**src/rtl/mfc_pkg.sv**
```systemverilog
// ---------------------------------------------------------------------------
// mfc_pkg
// Types, widths and constants shared by the moisture filter modules.
// ---------------------------------------------------------------------------
package mfc_pkg;

  localparam int RING_DEPTH = 8;

  localparam int LEVEL_W = 10;
  localparam int PCT_W   = 7;
  localparam int SLOT_W  = (RING_DEPTH > 1) ? $clog2(RING_DEPTH) : 1;
  localparam int CNT_W   = $clog2(RING_DEPTH + 1);
  localparam int SUM_W   = LEVEL_W + CNT_W;

  // Dividend of the shared divider covers the ring sum and the scaled span.
  localparam int PCT_NUM_W = LEVEL_W + PCT_W;
  localparam int NUM_W     = (SUM_W > PCT_NUM_W) ? SUM_W : PCT_NUM_W;
  localparam int DEN_W     = LEVEL_W;
  localparam int STEP_W    = $clog2(NUM_W + 1);

  // A tenth of a 10-bit value is (x * 205) >> 11, exact up to 1028.
  localparam int MARGIN_MUL_W = 8;
  localparam int MARGIN_SHIFT = 11;
  localparam int MARGIN_W     = 7;
  localparam logic [MARGIN_MUL_W-1:0] MARGIN_MUL = 8'd205;

  localparam logic [LEVEL_W-1:0] DRY_RESET    = 10'd1000;
  localparam logic [LEVEL_W-1:0] WET_RESET    = 10'd300;
  localparam logic [PCT_W-1:0]   PERCENT_FULL = 7'd100;

  localparam int DATA_W = 32;
  localparam int ADDR_W = 4;

  typedef enum logic [1:0] {
    REG_DRY     = 2'd0,
    REG_WET     = 2'd1,
    REG_ANALOG  = 2'd2,
    REG_DIGITAL = 2'd3
  } reg_idx_t;

  typedef enum logic [2:0] {
    ST_IDLE,
    ST_WRITE,
    ST_SUM,
    ST_MEAN,
    ST_SCALE,
    ST_PCT,
    ST_FINISH
  } state_t;

  typedef struct packed {
    logic [LEVEL_W-1:0] adc_sample;
    logic               comparator_high;
  } sample_t;

  typedef struct packed {
    logic [LEVEL_W-1:0] filtered_level;
    logic [PCT_W-1:0]   moisture_percent;
    logic               percent_present;
    logic               in_range;
    logic               soil_dry;
  } result_t;

  typedef struct packed {
    logic             start;
    logic [NUM_W-1:0] dividend;
    logic [DEN_W-1:0] divisor;
  } div_req_t;

  typedef struct packed {
    logic             done;
    logic [NUM_W-1:0] quotient;
  } div_rsp_t;

endpackage

```
**src/rtl/mfc_ram.sv**
```systemverilog
// ---------------------------------------------------------------------------
// mfc_ram
// Generic single-port RAM with a registered read.
// ---------------------------------------------------------------------------
module mfc_ram #(
  parameter int WIDTH = 10,
  parameter int DEPTH = 8
) (
  input  logic                                         clk,
  input  logic                                         we,
  input  logic [((DEPTH > 1) ? $clog2(DEPTH) : 1)-1:0] addr,
  input  logic [WIDTH-1:0]                             wdata,
  output logic [WIDTH-1:0]                             rdata
);

  logic [WIDTH-1:0] mem [DEPTH];

  always_ff @(posedge clk) begin
    if (we) begin
      mem[addr] <= wdata;
    end
    rdata <= mem[addr];
  end

endmodule

```
**src/rtl/mfc_div.sv**
```systemverilog
// ---------------------------------------------------------------------------
// mfc_div
// Restoring divider that produces one quotient bit per cycle.
// ---------------------------------------------------------------------------
module mfc_div (
  input  logic              clk,
  input  logic              rst,
  input  mfc_pkg::div_req_t req,
  output mfc_pkg::div_rsp_t rsp
);

  import mfc_pkg::*;

  logic              busy;
  logic              done;
  logic [STEP_W-1:0] step;
  logic [DEN_W-1:0]  rem;
  logic [NUM_W-1:0]  quo;
  logic [DEN_W-1:0]  den;

  logic [DEN_W:0]    shifted;
  logic              fits;
  logic [DEN_W:0]    diff;

  always_comb begin
    shifted = {rem, quo[NUM_W-1]};
    fits    = (shifted >= {1'b0, den});
    diff    = shifted - {1'b0, den};
  end

  always_ff @(posedge clk) begin
    if (rst) begin
      busy <= 1'b0;
      done <= 1'b0;
      step <= '0;
    end else begin
      done <= 1'b0;
      if (req.start) begin
        busy <= 1'b1;
        step <= STEP_W'(NUM_W);
      end else if (busy) begin
        step <= step - 1'b1;
        if (step == STEP_W'(1)) begin
          busy <= 1'b0;
          done <= 1'b1;
        end
      end
    end
  end

  // The partial remainder stays below the divisor, so it fits in DEN_W bits.
  always_ff @(posedge clk) begin
    if (req.start) begin
      rem <= '0;
      quo <= req.dividend;
      den <= req.divisor;
    end else if (busy) begin
      rem <= fits ? diff[DEN_W-1:0] : shifted[DEN_W-1:0];
      quo <= {quo[NUM_W-2:0], fits};
    end
  end

  assign rsp.done     = done;
  assign rsp.quotient = quo;

endmodule

```
**src/rtl/moisture_filter_and_calibrate.sv**
```systemverilog
// With analog input, each accepted item is written to the ring; the ring entries are
// summed and divided by their count for the mean, then the scaled span is divided for
// the percent unless the mean is clamped. Both divisions use the shared divider in turn,
// one quotient bit per cycle each. No new item is taken until the result is loaded.
// Reset: synchronous; calibration registers return to 1000, 300, 1, 1 and the ring
// restarts empty, with no clearing pass since entries are read only after being written.
// ---------------------------------------------------------------------------
// moisture_filter_and_calibrate
// Ring-mean filter of soil samples with a linear, inverted percent calibration.
// ---------------------------------------------------------------------------
module moisture_filter_and_calibrate (
  input  logic                                clk,
  input  logic                                rst,
  input  logic                                sample_valid,
  output logic                                sample_stall,
  input  mfc_pkg::sample_t                    sample,
  output logic                                result_valid,
  input  logic                                result_stall,
  output mfc_pkg::result_t                    result,
  input  logic                                psel,
  input  logic                                penable,
  input  logic                                pwrite,
  input  logic [mfc_pkg::ADDR_W-1:0]          paddr,
  input  logic [mfc_pkg::DATA_W-1:0]          pwdata,
  output logic [mfc_pkg::DATA_W-1:0]          prdata,
  output logic                                pready
);

  import mfc_pkg::*;

  // Configuration registers.
  logic [LEVEL_W-1:0] dry_point;
  logic [LEVEL_W-1:0] wet_point;
  logic               analog_present;
  logic               digital_present;
  reg_idx_t           reg_idx;
  logic               cfg_write;

  // Sequencer and datapath registers.
  state_t             state;
  state_t             state_next;
  logic [LEVEL_W-1:0] adc;
  logic               soil_dry;
  logic [SLOT_W-1:0]  write_slot;
  logic               ring_full;
  logic [CNT_W-1:0]   count;
  logic [CNT_W-1:0]   idx;
  logic [SUM_W-1:0]   acc;
  logic [LEVEL_W-1:0] level;
  logic [PCT_W-1:0]   pct;
  logic               present;
  logic               span_ok;
  logic [MARGIN_W-1:0] margin;

  // Combinational helpers.
  logic [CNT_W-1:0]   slot_inc;
  logic               slot_wrap;
  logic [SUM_W-1:0]   acc_sum;
  logic [LEVEL_W+MARGIN_MUL_W-1:0] margin_prod;
  logic [LEVEL_W:0]   level_lo;
  logic [LEVEL_W:0]   level_hi;
  logic               in_span;
  logic [PCT_NUM_W-1:0] pct_num;
  logic               accept;
  logic               load_result;

  logic               ram_we;
  logic [SLOT_W-1:0]  ram_addr;
  logic [LEVEL_W-1:0] ram_rdata;

  div_req_t           div_req;
  div_rsp_t           div_rsp;

  // ---------------- configuration port ----------------
  assign pready    = 1'b1;
  assign reg_idx   = reg_idx_t'(paddr[ADDR_W-1:2]);
  assign cfg_write = psel && penable && pwrite && pready;

  always_ff @(posedge clk) begin
    if (rst) begin
      dry_point       <= DRY_RESET;
      wet_point       <= WET_RESET;
      analog_present  <= 1'b1;
      digital_present <= 1'b1;
    end else if (cfg_write) begin
      unique case (reg_idx)
        REG_DRY:     dry_point       <= pwdata[LEVEL_W-1:0];
        REG_WET:     wet_point       <= pwdata[LEVEL_W-1:0];
        REG_ANALOG:  analog_present  <= pwdata[0];
        REG_DIGITAL: digital_present <= pwdata[0];
        default:     ;
      endcase
    end
  end

  always_comb begin
    unique case (reg_idx)
      REG_DRY:     prdata = DATA_W'(dry_point);
      REG_WET:     prdata = DATA_W'(wet_point);
      REG_ANALOG:  prdata = DATA_W'(analog_present);
      REG_DIGITAL: prdata = DATA_W'(digital_present);
      default:     prdata = '0;
    endcase
  end

  // ---------------- ring memory and divider ----------------
  assign ram_we   = (state == ST_WRITE);
  assign ram_addr = (state == ST_WRITE) ? write_slot : idx[SLOT_W-1:0];

  mfc_ram #(
    .WIDTH (LEVEL_W),
    .DEPTH (RING_DEPTH)
  ) u_ring (
    .clk   (clk),
    .we    (ram_we),
    .addr  (ram_addr),
    .wdata (adc),
    .rdata (ram_rdata)
  );

  mfc_div u_div (
    .clk (clk),
    .rst (rst),
    .req (div_req),
    .rsp (div_rsp)
  );

  // ---------------- combinational datapath ----------------
  always_comb begin
    slot_inc    = CNT_W'(write_slot) + 1'b1;
    slot_wrap   = (slot_inc == CNT_W'(RING_DEPTH));
    acc_sum     = acc + SUM_W'(ram_rdata);
    margin_prod = (dry_point > wet_point) ?
                  (LEVEL_W + MARGIN_MUL_W)'(dry_point - wet_point) * MARGIN_MUL : '0;
    // The lower bound may go negative, so the margin moves to the level's side.
    level_lo    = {1'b0, level} + (LEVEL_W + 1)'(margin);
    level_hi    = {1'b0, dry_point} + (LEVEL_W + 1)'(margin);
    in_span     = (level_lo >= {1'b0, wet_point}) && ({1'b0, level} <= level_hi);
    pct_num     = PCT_NUM_W'(dry_point - level) * PCT_NUM_W'(PERCENT_FULL);
  end

  assign accept       = sample_valid && !sample_stall;
  assign sample_stall = (state != ST_IDLE);
  assign load_result  = (state == ST_FINISH) && (!result_valid || !result_stall);

  // ---------------- sequencer ----------------
  always_ff @(posedge clk) begin
    if (rst) begin
      state <= ST_IDLE;
    end else begin
      state <= state_next;
    end
  end

  always_comb begin
    state_next       = state;
    div_req.start    = 1'b0;
    div_req.dividend = NUM_W'(acc_sum);
    div_req.divisor  = DEN_W'(count);
    unique case (state)
      ST_IDLE: begin
        if (accept) begin
          state_next = analog_present ? ST_WRITE : ST_FINISH;
        end
      end
      ST_WRITE: begin
        state_next = ST_SUM;
      end
      ST_SUM: begin
        if (idx == count) begin
          div_req.start = 1'b1;
          state_next    = ST_MEAN;
        end
      end
      ST_MEAN: begin
        if (div_rsp.done) begin
          state_next = ST_SCALE;
        end
      end
      ST_SCALE: begin
        if (level >= dry_point || level <= wet_point) begin
          state_next = ST_FINISH;
        end else begin
          div_req.start    = 1'b1;
          div_req.dividend = NUM_W'(pct_num);
          div_req.divisor  = dry_point - wet_point;
          state_next       = ST_PCT;
        end
      end
      ST_PCT: begin
        if (div_rsp.done) begin
          state_next = ST_FINISH;
        end
      end
      ST_FINISH: begin
        if (load_result) begin
          state_next = ST_IDLE;
        end
      end
      default: state_next = ST_IDLE;
    endcase
  end

  // Ring bookkeeping is control state; the rest is payload.
  always_ff @(posedge clk) begin
    if (rst) begin
      write_slot <= '0;
      ring_full  <= 1'b0;
    end else if (state == ST_WRITE) begin
      write_slot <= slot_wrap ? '0 : slot_inc[SLOT_W-1:0];
      if (slot_wrap) begin
        ring_full <= 1'b1;
      end
    end
  end

  always_ff @(posedge clk) begin
    unique case (state)
      ST_IDLE: begin
        if (accept) begin
          adc      <= sample.adc_sample;
          soil_dry <= digital_present ? sample.comparator_high : 1'b1;
          level    <= '0;
          pct      <= '0;
          present  <= analog_present;
          span_ok  <= 1'b1;
        end
      end
      ST_WRITE: begin
        count  <= (ring_full || slot_wrap) ? CNT_W'(RING_DEPTH) : slot_inc;
        margin <= MARGIN_W'(margin_prod >> MARGIN_SHIFT);
        idx    <= '0;
        acc    <= '0;
      end
      ST_SUM: begin
        // Read data is registered, so it belongs to the address of the cycle before.
        idx <= idx + 1'b1;
        if (idx != '0) begin
          acc <= acc_sum;
        end
      end
      ST_MEAN: begin
        if (div_rsp.done) begin
          level <= div_rsp.quotient[LEVEL_W-1:0];
        end
      end
      ST_SCALE: begin
        span_ok <= in_span;
        if (level >= dry_point) begin
          pct <= '0;
        end else if (level <= wet_point) begin
          pct <= PERCENT_FULL;
        end
      end
      ST_PCT: begin
        if (div_rsp.done) begin
          pct <= div_rsp.quotient[PCT_W-1:0];
        end
      end
      default: ;
    endcase
  end

  // ---------------- output register ----------------
  always_ff @(posedge clk) begin
    if (rst) begin
      result_valid <= 1'b0;
    end else if (load_result) begin
      result_valid <= 1'b1;
    end else if (!result_stall) begin
      result_valid <= 1'b0;
    end
  end

  always_ff @(posedge clk) begin
    if (load_result) begin
      result.filtered_level   <= level;
      result.moisture_percent <= pct;
      result.percent_present  <= present;
      result.in_range         <= span_ok;
      result.soil_dry         <= soil_dry;
    end
  end

endmodule

```
**config.mk**
```make
export PLATFORM = sky130hd
export DESIGN_NAME = moisture_filter_and_calibrate
export DESIGN_NICKNAME = d
export VERILOG_FILES = /design/src/rtl/mfc_pkg.sv /design/src/rtl/mfc_ram.sv /design/src/rtl/mfc_div.sv /design/src/rtl/moisture_filter_and_calibrate.sv
export SDC_FILE = /design/constraint.sdc
export NUM_CORES = 1
export LEC_CHECK = 0
export ABC_AREA = 1
export BUFFER_PORTS_ARGS = -buffer_cell sky130_fd_sc_hd__buf_4
export CORE_MARGIN = 2
export CORE_UTILIZATION = 45
export DETAILED_ROUTE_END_ITERATION = 6
export GPL_TIMING_DRIVEN = 0
export HOLD_SLACK_MARGIN = 0.08
export SKIP_CTS_REPAIR_TIMING = 1
export SYNTH_ARGS = -nofsm -noshare
export SYNTH_HDL_FRONTEND = slang
export SYNTH_HIERARCHICAL = 1
export SYNTH_SLANG_ARGS = --single-unit
export TNS_END_PERCENT = 50
```
**constraint.sdc**
```tcl
create_clock -name clk -period 14.85 [get_ports clk]
set_clock_uncertainty 0.15 [all_clocks]
set_input_delay 0.7425 -clock clk [delete_from_list [all_inputs] [get_ports clk]]
set_output_delay 0.7425 -clock clk [all_outputs]
set_load 0.1 [all_outputs]
```
==> impl_results.md, run 1 <==
* Iteration-0 DRC count of the detailed router at between 700 and 800
* Synth warn at 6
* H-tree levels at 1
* Final worst-path setup slack at about 9300 ps
* Chip Height at 194 µm
* Core Area at 35700 µm²
* Final Hold Vio Count at 0
* Total track usage at 20.8%
* Synth Register Bits at 243
* FF-to-FF setup slack at approximately 9300 ps
* Initial antenna violation count at 0
* Seq/Total Area, Yosys at approximately 41%
* Mean Syn Cell Area at between 8 and 9 µm²
* Synth Area in Simple Gates at 20.8%
* Share of cells above drive strength 1 at between 10% and 20%
* Layout area overhead at 13.0%
* Post-synthesis async set-or-reset flop share at 0%
* Die area at ~38000 µm²
* Post-route DRC at 6
* Synth Area in Adders at approximately 17%
* GPL Wtd Cong at 0.870
* Worst Path Max Fanout at 5
* Grt met2 use at between 30 and 40%
* Synth Area in XOR/XNOR at ~4.1%
* Post-DR vias/cell at slightly below 5
* Pleak at a little under 9 nW
* # Max-Cap Violations at 0
* Final HPWL DP at a little under 30 mm
* Busiest metal layer after global routing: met2
* Post-synthesis compound-gate area fraction at under 10%
* Post-synth top area cell: edfxtp_1
* Req. time, crit path at between 10000 and 15000 ps
* Element type at the critical path end: flop
* Post-synth EDFFs at about 190
* Critical path arrival at between 5000 and 6000 ps
* Critical path class: reg2reg
* Outcome: complete, but fails checks
* Fmax at around 180 MHz
* Min Hold Slack at around 180 ps
* IO Pins at between 100 and 150
* First-pass GRT wire length at ~63 mm
* Worst-Skew Late Latency at 590 ps
* Worst VDD drop at 0.134 mV
* Vias in the first global route at 12005
* ANT cells at 0
* Nets@finish at roughly 2300
* Setup violators final at 0
* Synth top area cells: edfxtp_1 34%, ha_1 13%, nand2_1 11%
* Clock Sinks at 243
* Slew Viols, Final at 0
* Worst slack, placed at 9330 ps
* DR WL/cell at roughly 16 µm
* Antenna Nets Post-Route at 0
* Worst Tran Pin Value at 1140 ps
* CTS max path bufs at 3
* CTS tree: built
* Largest net degree at the start of global routing at 23
* Clk slew on worst S/H paths at 70 ps
* I/O Buffers at 60
* RSZ-0062 raised after global routing: false
* DR pass1 iterations at 7
* Met3 Track Usage GR at under 10%
* Core Rows at approximately 70
* Max_slew headroom at a little under a quarter
* Mapped Cells at 1895
* Crit path launch type: flop
* Post-synthesis mux area share at less than 1%
* Post-route minimum period at approximately 5600 ps
* Final wirelength at between 30 and 40 mm
* Clk root buf: clkbuf_16
* Top FF cell, synth: edfxtp_1
* Distinct cells, synth at 55
* Tcrit/Tclk final at 37.4%
* TritonCTS buffer count at 28
* Synth Cell Area at around 16000 µm²
* Starting Density at 45.7%
* Share of the synthesized area in the top cell type at 34.2%
* P per Cell Area at roughly 230 nW/µm²
* Chip width at around 200 µm
* Setup_tns at 0 ps
* Remaining Overflow, GRT at 0
* Met1 Use GR at 29.5%
* Worst Hold Class: in2reg
* Largest family of logic cells by synthesized area: simple AND/OR/NAND/NOR gates
* DR vias at ~12000
* Failing checks: DRC
==> cell usage after synthesis (2+ instances only) <==
master    instances
nand3_2           6
inv_1           296
nand4_1          20
nor2_4            2
mux2i_1           2
buf_6             6
o22ai_1           3
a21oi_2           2
clkinv_1          2
buf_2            11
o21ai_0          63
a31oi_1           5
xor2_1           47
a21oi_1          87
dfxtp_1          57
nand2_1         493
or2_2             4
nor2_2           10
clkbuf_1          8
nor2_1          135
ha_1            168
nand3_1          94
edfxtp_1        186
nand2_4           4
fa_1             34
buf_4            30
o21bai_1          9
o21ai_1           5
a21o_1           10
nand3b_1          9
xnor2_1          25
conb_1            2
inv_2             8
nor3_1           12
nand2_2           9
a211oi_1          2
o211ai_1         11
==> per-stage QoR <==
stage | util, % | instance area, µm² | instances | power, mW
after floorplan | - | 16400 | 1916 | 2.91
after global placement | 48.8 | 17400 | 2437 | 3.45
after detailed placement | 49.0 | 17500 | 2440 | 3.49
after CTS | 51.7 | 18400 | 2492 | 4.23
after global routing | 51.7 | 18400 | 2492 | 4.64
final | 51.7 | 18400 | 2492 | 4.21
==> metal layers <==
metal	share of wire [%]	up-vias
li1	-	6338
met1	48	5719
met2	45	289
met3	5.5	50
met4	1.8	0
met5	0	-
==> state kept, by name (all words and copies together), names as in the netlist, 4 cells and up <==
name and flops:
count 4, idx 4, u_div/den 10, pct 7
u_ring/mem 80, level 10, margin 7, dry_point 10
u_div/rem 10, u_div/quo 17, u_ring/rdata 10, u_div/step 5
result 20, acc 14, wet_point 10, adc 10
==> layout make-up <==
cell class / count / area (µm²)
Sequential cell: 243 / 6730
Clock buffer: 33 / 729
Inverter: 307 / 1160
Fill cell: 3356 / 17200
Tap cell: 461 / 577
Clock inverter: 19 / 238
Multi-Input combinational cell: 1310 / 8130
Buffer: 56 / 392
Timing Repair Buffer: 63 / 484
==> placed cells by master (no fill, tap or decap), types with 4 or more instances in the layout <==
master      netlist  layout
nand2_1         493     493
inv_1           296     296
edfxtp_1        186     186
ha_1            168     168
nor2_1          135     135
nand3_1          94      94
buf_4            30      91
a21oi_1          87      86
o21ai_0          63      62
dfxtp_1          57      57
xor2_1           47      47
fa_1             34      34
clkbuf_16         0      28
xnor2_1          25      25
conb_1            2      23
nand4_1          20      20
clkbuf_1          8      12
buf_2            11      11
o211ai_1         11      11
nor2_2           10      10
nor3_1           12      10
a21o_1           10      10
nand2_2           9       9
nand3b_1          9       9
o21bai_1          9       9
inv_2             8       8
buf_6             6       7
nand3_2           6       6
o21ai_1           5       6
clkinv_2          0       6
a31oi_1           5       5
nand2_4           4       4
or2_2             4       4
clkinv_1          2       4
clkinvlp_4        0       4
bufinv_16         0       4
==> kinds of logic (layout without fill, tap and decap cells) <==
kind of cell    count (synthesis)  count (layout)
simple gates                  803             803
compound gates                206             206
buf+inv                       363             478
flops                         243             243
fa+ha+maj                     202             202
other cells                     2              23
xor+xnor                       74              74
mux                             2               2
==> worst paths after layout <==
check	to	cells past startpoint	startpoint
max	margin[4]$_SDFFCE_PP0P_	24	dry_point[0]$_SDFFE_PP0P_
min	adc[1]$_DFFE_PP_	1	sample[2]
max reg2reg	margin[4]$_SDFFCE_PP0P_	24	dry_point[0]$_SDFFE_PP0P_
min reg2reg	result[7]$_DFFE_PP_	0	pct[4]$_DFFE_PP_
==> critical path, cell delays in order, from the launching register on <==
cell	delay, ps
dfxtp_1	350
inv_1	170
ha_1	230
inv_1	110
fa_1	440
xor2_1	550
ha_1	360
ha_1	340
xor2_1	190
fa_1	550
inv_1	50
fa_1	530
inv_1	40
ha_1	310
nand2_1	100
a21oi_1	50
nor2_1	80
nand2_1	90
nand2_1	90
nand2_1	90
nand2_1	70
nand2_1	50
xor2_1	140
inv_1	60
nor2_1	40
==> power breakdown <==
part	switching [mW]	internal [mW]
Clock	0.289	0.425
Combinational	1.55	0.909
Sequential	0.104	0.932
Total	1.94	2.27
(Power assumes the default switching activity.)
==> inputs of run 2 (changes only) <==
==> constraint.sdc (replaced) <==
create_clock -name clk -period 5.2 [get_ports clk]
set_clock_uncertainty 0.15 [all_clocks]
set_input_delay 0.26 -clock clk [delete_from_list [all_inputs] [get_ports clk]]
set_output_delay 0.26 -clock clk [all_outputs]
set_load 0.1 [all_outputs]
==> run 2 against run 1 <==
Effect of this change:
- the flow still finishes with violations (DRC)
- final area rose by 3.5%
- setup slack worse by 9100 ps
- clock-buffer cell count unchanged
- die area stayed put
- critical endpoint unchanged
- largest cell class unchanged
- largest power group unchanged
==> impl_results.md, run 2 (synthesized netlist as in run 1, its figures left out) <==
* Element type at the critical path end: flop
* Final wirelength at 39.4 mm (+1.6%)
* WL met2 at 17.8 mm (+2.2%)
* Logic pwr share at 58.9% (+0.5 points)
* Most frequent cells in the layout: 490 x nand2_1, 286 x inv_1, 186 x edfxtp_1
* I/O Buffers at 60 (unchanged)
* Largest register FFs at 80 (unchanged)
* Worst path max stage delay at 540 ps (about the same)
* Regs by FF count: u_ring/mem x80, result x20, u_div/quo x17
* Post-route DRC at 6 (unchanged)
* Crit path cell chain: inv_4 -> ha_4 -> inv_2 -> fa_2 -> nand2_2 -> nand2_4 -> nand2_1 -> nand2_2 -> xor2_4 -> ha_1 -> ha_1 -> xor2_1 -> fa_1 -> inv_1 -> fa_1 -> inv_1 -> ha_4 -> a21oi_2 -> nand2_2 -> nand2_1 -> nand2_1 -> xor2_1 -> inv_1 -> nor2_1
* Final instance area at 19100 µm² (+3.5%)
* Starting Density at 45.7% (unchanged)
* Slew Viols, Final at 0 (unchanged)
* DR WL/cell at 15.6 µm (-0.10%)
* Share of cells above drive strength 1 at 13.2% (+2.7 points)
* Antenna Nets Post-Route at 0 (unchanged)
* Failing checks: DRC
* Post-DP Area at 17500 µm² (unchanged)
* First-pass GRT wire length at 62.6 mm (unchanged)
* DR vias at 12719 (+2.6%)
* IO Pins at 109 (unchanged)
* Worst r2r src: dry_point[0]$_SDFFE_PP0P_
* M1 WL at 18.6 mm (+0.37%)
* Int Pwr at 6.55 mW (+190%)
* Req. time, crit path at 5330 ps (-9650 ps)
* Largest net degree at the start of global routing at 23 (unchanged)
* Post-route minimum period at 5010 ps (-540 ps)
* Clock network power share at 16.8% (-0.2 points)
* ANT cells at 0 (unchanged)
* Vias in the first global route at 12005 (unchanged)
* Critical path arrival at 5150 ps (-540 ps)
* Iteration-0 DRC count of the detailed router at 713 (-5.1%)
* Min Hold Slack at 8.06 ps (-168 ps)
* Critical path class: reg2reg
* Largest Register: u_ring/mem
* CTS tree: built
* Nets@finish at 2308 (+1.9%)
* Worst VDD drop at 0.383 mV (+180%)
* GPL Wtd Cong at 0.870 (unchanged)
* Chip Height at 194 µm (unchanged)
* Crit path launch type: flop
* Post-route insts no fill at 2535 (+1.7%)
* H-tree levels at 1 (unchanged)
* TritonCTS buffer count at 28 (unchanged)
* Setup crit start: dry_point[0]$_SDFFE_PP0P_
* DR top layer: met4
* Placed Cells at 2440 (unchanged)
* Post-DR vias/cell at 5.02 (+0.87%)
* Initial antenna violation count at 0 (unchanged)
* Setup violators final at 0 (unchanged)
* # Max-Cap Violations at 0 (unchanged)
* Clock Sinks at 243 (unchanged)
* Core Area at 35700 µm² (unchanged)
* Outcome: complete, but fails checks
* Pleak at 9.11 nW (+2.3%)
* Tcrit/Tclk final at 96.4% (+59 points)
* Max_slew headroom at 23.7% (-0.043 points)
* RSZ-0062 raised after global routing: true
* Final HPWL DP at 29.7 mm (unchanged)
* Worst Hold Class: in2reg
* Hold Startpoint: pwrite
* Total track usage at 20.8% (unchanged)
* Most common cell after layout, fill and taps aside: nand2_1
* Die area at 37800 µm² (unchanged)
* Core Rows at 69 (unchanged)
* Layout area overhead at 17.0%
* Clk slew on worst S/H paths at 60 ps (about the same)
* Fmax at 199 MHz (+11%)
* Psw at 5.60 mW (+190%)
* Fill count at 3293 (-1.9%)
* Worst Tran Pin Value at 1140 ps (+0.645 ps)
* Worst path slowest cell: fa_1
* DR pass1 iterations at 7 (unchanged)
* P per Cell Area at 637 nW/µm² (+180%)
* Met3 wire len at 2.25 mm (+4.5%)
* Clk root buf: clkbuf_16
* Sequential share of power at 24.2% (-0.4 points)
* Remaining Overflow, GRT at 0 (unchanged)
* CTS max path bufs at 3 (unchanged)
* Chip width at 194 µm (unchanged)
* FF-to-FF setup slack at 190 ps (-9110 ps)
* Setup_tns at 0 ps (unchanged)
* Worst Path Max Fanout at 5 (unchanged)
* Sw frac at 46.1% (about the same)
* Worst-Skew Late Latency at 590 ps (about the same)
* Final Hold Vio Count at 0 (unchanged)
==> run 2: final cells by class <==
type | count | area, µm² | share of cell area, %
timing repair buffer | 106 | 875 | 4.58
clock buffer | 33 | 729 | 3.82
sequential | 243 | 6750 | 35.4
tap | 461 | 577 | 3.02
clock inverter | 19 | 238 | 1.25
buffer | 56 | 392 | 2.05
multi-input combinational | 1310 | 8360 | 43.8
inverter | 307 | 1160 | 6.08
==> run 2: stage by stage <==
stage	util (%)	setup slack, ps	power (mW)
floorplan	-	396	8.30
global placement	48.8	-293	9.86
detailed placement	49.0	-322	9.97
CTS	51.7	-401	12.1
global route	53.5	-44.1	13.4
finish	53.5	186	12.1
==> run 2: power groups by stage <==
stage                     logic, mW  registers [mW]  clock network, mW
after global routing           8.23            2.99               2.16
after global placement         6.88            2.99                  0
after floorplan                5.43            2.87                  0
final                          7.16            2.94               2.04
after CTS                      7.03            2.96               2.09
after detailed placement       6.98            2.99                  0
==> run 2: final timing paths <==
check,to,depth (start not counted)
max,margin[4]$_SDFFCE_PP0P_,24
min,digital_present$_SDFFE_PP1P_,4
max reg2reg,margin[4]$_SDFFCE_PP0P_,24
min reg2reg,result[7]$_DFFE_PP_,0
==> run 2: per-layer routing <==
layer | global-route usage [%] | vias to the layer above
met5 | 0 | -
met4 | 5.16 | 0
met3 | 2.86 | 57
met2 | 33.8 | 334
met1 | 29.5 | 5898
li1 | - | 6430
==> run 2: worst max-delay path: cells and delay by family (launching register included) <==
| kind | cells | cell delay [ps] |
|---|---|---|
| flops | 1 | 350 |
| simple gates | 8 | 620 |
| fa+ha+maj | 7 | 2560 |
| compound gates | 1 | 180 |
| buf+inv | 5 | 340 |
| xor+xnor | 3 | 510 |
==> inputs of run 3 (changes only) <==
--- a/config.mk
+++ b/config.mk
@@ -7,11 +7,10 @@
 export LEC_CHECK = 0
 export ABC_AREA = 1
 export BUFFER_PORTS_ARGS = -buffer_cell sky130_fd_sc_hd__buf_4
-export CORE_MARGIN = 2
 export CORE_UTILIZATION = 45
 export DETAILED_ROUTE_END_ITERATION = 6
-export GPL_TIMING_DRIVEN = 0
 export HOLD_SLACK_MARGIN = 0.08
+export SETUP_SLACK_MARGIN = 0.05
 export SKIP_CTS_REPAIR_TIMING = 1
 export SYNTH_ARGS = -nofsm -noshare
 export SYNTH_HDL_FRONTEND = slang
==> run 3 against run 2 <==
Effect of this change:
- the flow still finishes with violations (DRC)
- first-iteration DRC count up 22%
- critical path depth rose by 4
- clock power is 4% higher
- clock-buffer cell count did not move
- worst hold slack improved by 39 ps
- core utilization shrank 0.36 points
- total power rose by 1.0%
- register-to-register slack gained 80 ps
- global-route usage grew 0.57 points
- fmax up 1.7%
- cell count decreased by 0.63%
==> impl_results.md, run 3 (synthesized netlist as in run 1, its figures left out) <==
* DR pass1 iterations at 7 (unchanged)
* DR vias at 12541 (-1.4%)
* R2R Path End: u_div/quo[16]$_DFFE_PP_
* Worst-Skew Late Latency at 560 ps (-30 ps)
* Total track usage at 21.4% (+0.57 points)
* Setup violators final at 0 (unchanged)
* Worst Tran Pin Value at 1240 ps (+98.3 ps)
* Sw frac at 45.7% (-0.43 points)
* Die area at 37000 µm² (-2.0%)
* Chip width at 192 µm (-1.0%)
* Min Hold Slack at 47.0 ps (+38.9 ps)
* TritonCTS buffer count at 28 (unchanged)
* CTS tree: built
* Regs by FF count: u_ring/mem x80, result x20, u_div/quo x17
* Element type at the critical path end: flop
* Placed Cells at 2434 (-0.25%)
* Post-DP Area at 17400 µm² (-0.14%)
* Vias in the first global route at 12004 (-0.0083%)
* Crit path launch type: flop
* Final instance area at 18900 µm² (-0.67%)
* Share of cells above drive strength 1 at 12.0% (-1.2 points)
* Worst path slowest cell: fa_1
* Largest net degree at the start of global routing at 43 (+87%)
* Most frequent cells in the layout: 488 x nand2_1, 294 x inv_1, 186 x edfxtp_1
* Failing checks: DRC
* Iteration-0 DRC count of the detailed router at 868 (+22%)
* Worst path max stage delay at 490 ps (-50 ps)
* Most common cell after layout, fill and taps aside: nand2_1
* Post-DR vias/cell at 4.98 (-0.77%)
* Core Rows at 69 (unchanged)
* Starting Density at 45.7% (unchanged)
* Critical path class: reg2reg
* Clk slew on worst S/H paths at 60 ps (about the same)
* Final wirelength at 38.8 mm (-1.5%)
* Clk root buf: clkbuf_16
* CP Capture Point: u_div/quo[16]$_DFFE_PP_
* Remaining Overflow, GRT at 0 (unchanged)
* Req. time, crit path at 5360 ps (+30 ps)
* I/O Buffers at 61 (+1.7%)
* Antenna Nets Post-Route at 0 (unchanged)
* Worst r2r src: dry_point[0]$_SDFFE_PP0P_
* Largest register FFs at 80 (unchanged)
* Core Area at 35700 µm² (unchanged)
* CTS max path bufs at 3 (unchanged)
* DR WL/cell at 15.4 µm (-0.90%)
* Largest Register: u_ring/mem
* First-pass GRT wire length at 62.1 mm (-0.89%)
* ANT cells at 0 (unchanged)
* Worst Hold Class: in2reg
* Post-route insts no fill at 2519 (-0.63%)
* Outcome: complete, but fails checks
* Slew Viols, Final at 0 (unchanged)
* Nets@finish at 2292 (-0.69%)
* Fmax at 203 MHz (+1.7%)
* IO Pins at 109 (unchanged)
* Int Pwr at 6.67 mW (+1.8%)
* Post-route minimum period at 4930 ps (-83.5 ps)
* Setup crit start: dry_point[0]$_SDFFE_PP0P_
* H-tree levels at 1 (unchanged)
* Clock network power share at 17.3% (+0.5 points)
* Logic pwr share at 58.9% (about the same)
* Psw at 5.61 mW (+0.11%)
* R2R cell count at 28 (+17%)
* Final Hold Vio Count at 0 (unchanged)
* Worst VDD drop at 0.428 mV (+12%)
* Sequential share of power at 23.8% (-0.4 points)
* Layout area overhead at 16.2%
* Clock Sinks at 243 (unchanged)
* Initial antenna violation count at 0 (unchanged)
* # Max-Cap Violations at 0 (unchanged)
* FF-to-FF setup slack at 270 ps (+80 ps)
* P per Cell Area at 648 nW/µm² (+1.7%)
* Post-route DRC at 12 (+6)
* Pleak at 9.06 nW (-0.55%)
* Max_slew headroom at 17.0% (-6.8 points)
* Chip Height at 192 µm (-1.0%)
* Critical path arrival at 5090 ps (-60 ps)
* GPL Wtd Cong at 0.868 (-0.20%)
* Final HPWL DP at 29.2 mm (-1.8%)
* Worst Path Max Fanout at 3 (-2)
* Tcrit/Tclk final at 94.8% (-1.6 points)
## run 3: cell count changes in the layout (fill, tap and decap cells not counted), moves of 7 or more
cell / before / now
clkbuf_1: 12 / 3
inv_2: 17 / 10
buf_2: 11 / 0
buf_4: 107 / 115
inv_1: 286 / 294
buf_6: 7 / 0
dfxtp_1: 47 / 56
## run 3: cell type report
type	instances	area, µm²
clock buffers	33	751
well taps	461	577
clock inverters	19	273
multi-input cells	1310	8280
inverters	307	1160
repair buffers	146	1180
flip-flops and latches	243	6730
fillers	3248	16700
## run 3: layer usage
| metal | track usage (%) | up-vias | share of wire (%) |
|---|---|---|---|
| met1 | 30.5 | 5759 | 47 |
| met3 | 2.93 | 55 | 5.5 |
| li1 | - | 6389 | - |
| met5 | 0 | - | 0 |
| met4 | 5.66 | 0 | 2.2 |
| met2 | 34.0 | 338 | 45 |
## run 3: worst min path at each step
stage                          start                            to  slack [ps]  depth (start not counted)
6_report                      pwrite  digital_present$_SDFFE_PP1P_          50                          4
2_1_floorplan                    rst     result_valid$_SDFFE_PP0P_         180                          1
3_5_place_dp        pct[5]$_DFFE_PP_           result[8]$_DFFE_PP_         250                          0
5_1_grt                       pwrite  digital_present$_SDFFE_PP1P_         100                          4
4_1_cts                    sample[3]              adc[2]$_DFFE_PP_        -300                          1
3_3_place_gp   span_ok$_SDFFCE_PN1P_           result[1]$_DFFE_PP_         250                          0
## run 3: stage by stage
step / power, mW / util (%) / setup TNS [ps] / setup slack (ps)
2_1_floorplan: 8.30 / - / 0 / 396
3_3_place_gp: 9.80 / 48.9 / 0 / 198
3_5_place_dp: 9.91 / 48.9 / 0 / 142
4_1_cts: 12.1 / 51.8 / 0 / 123
5_1_grt: 13.5 / 53.1 / -121 / -95.2
6_report: 12.3 / 53.1 / 0 / 269
## run 3: power by group through the flow
stage | logic, mW | registers [mW] | clock network (mW)
finish | 7.23 | 2.92 | 2.13
global route | 8.32 | 2.96 | 2.25
CTS | 7.04 | 2.92 | 2.17
detailed placement | 6.96 | 2.95 | 0
global placement | 6.86 | 2.94 | 0
floorplan | 5.43 | 2.87 | 0
## run 3: worst max-delay path, delay by kind of cell, from the launching register on
kind / cells / cell delay, ps
compound gates: 5 / 580
fa+ha+maj: 6 / 1910
buf+inv: 7 / 580
flops: 1 / 350
simple gates: 10 / 1100
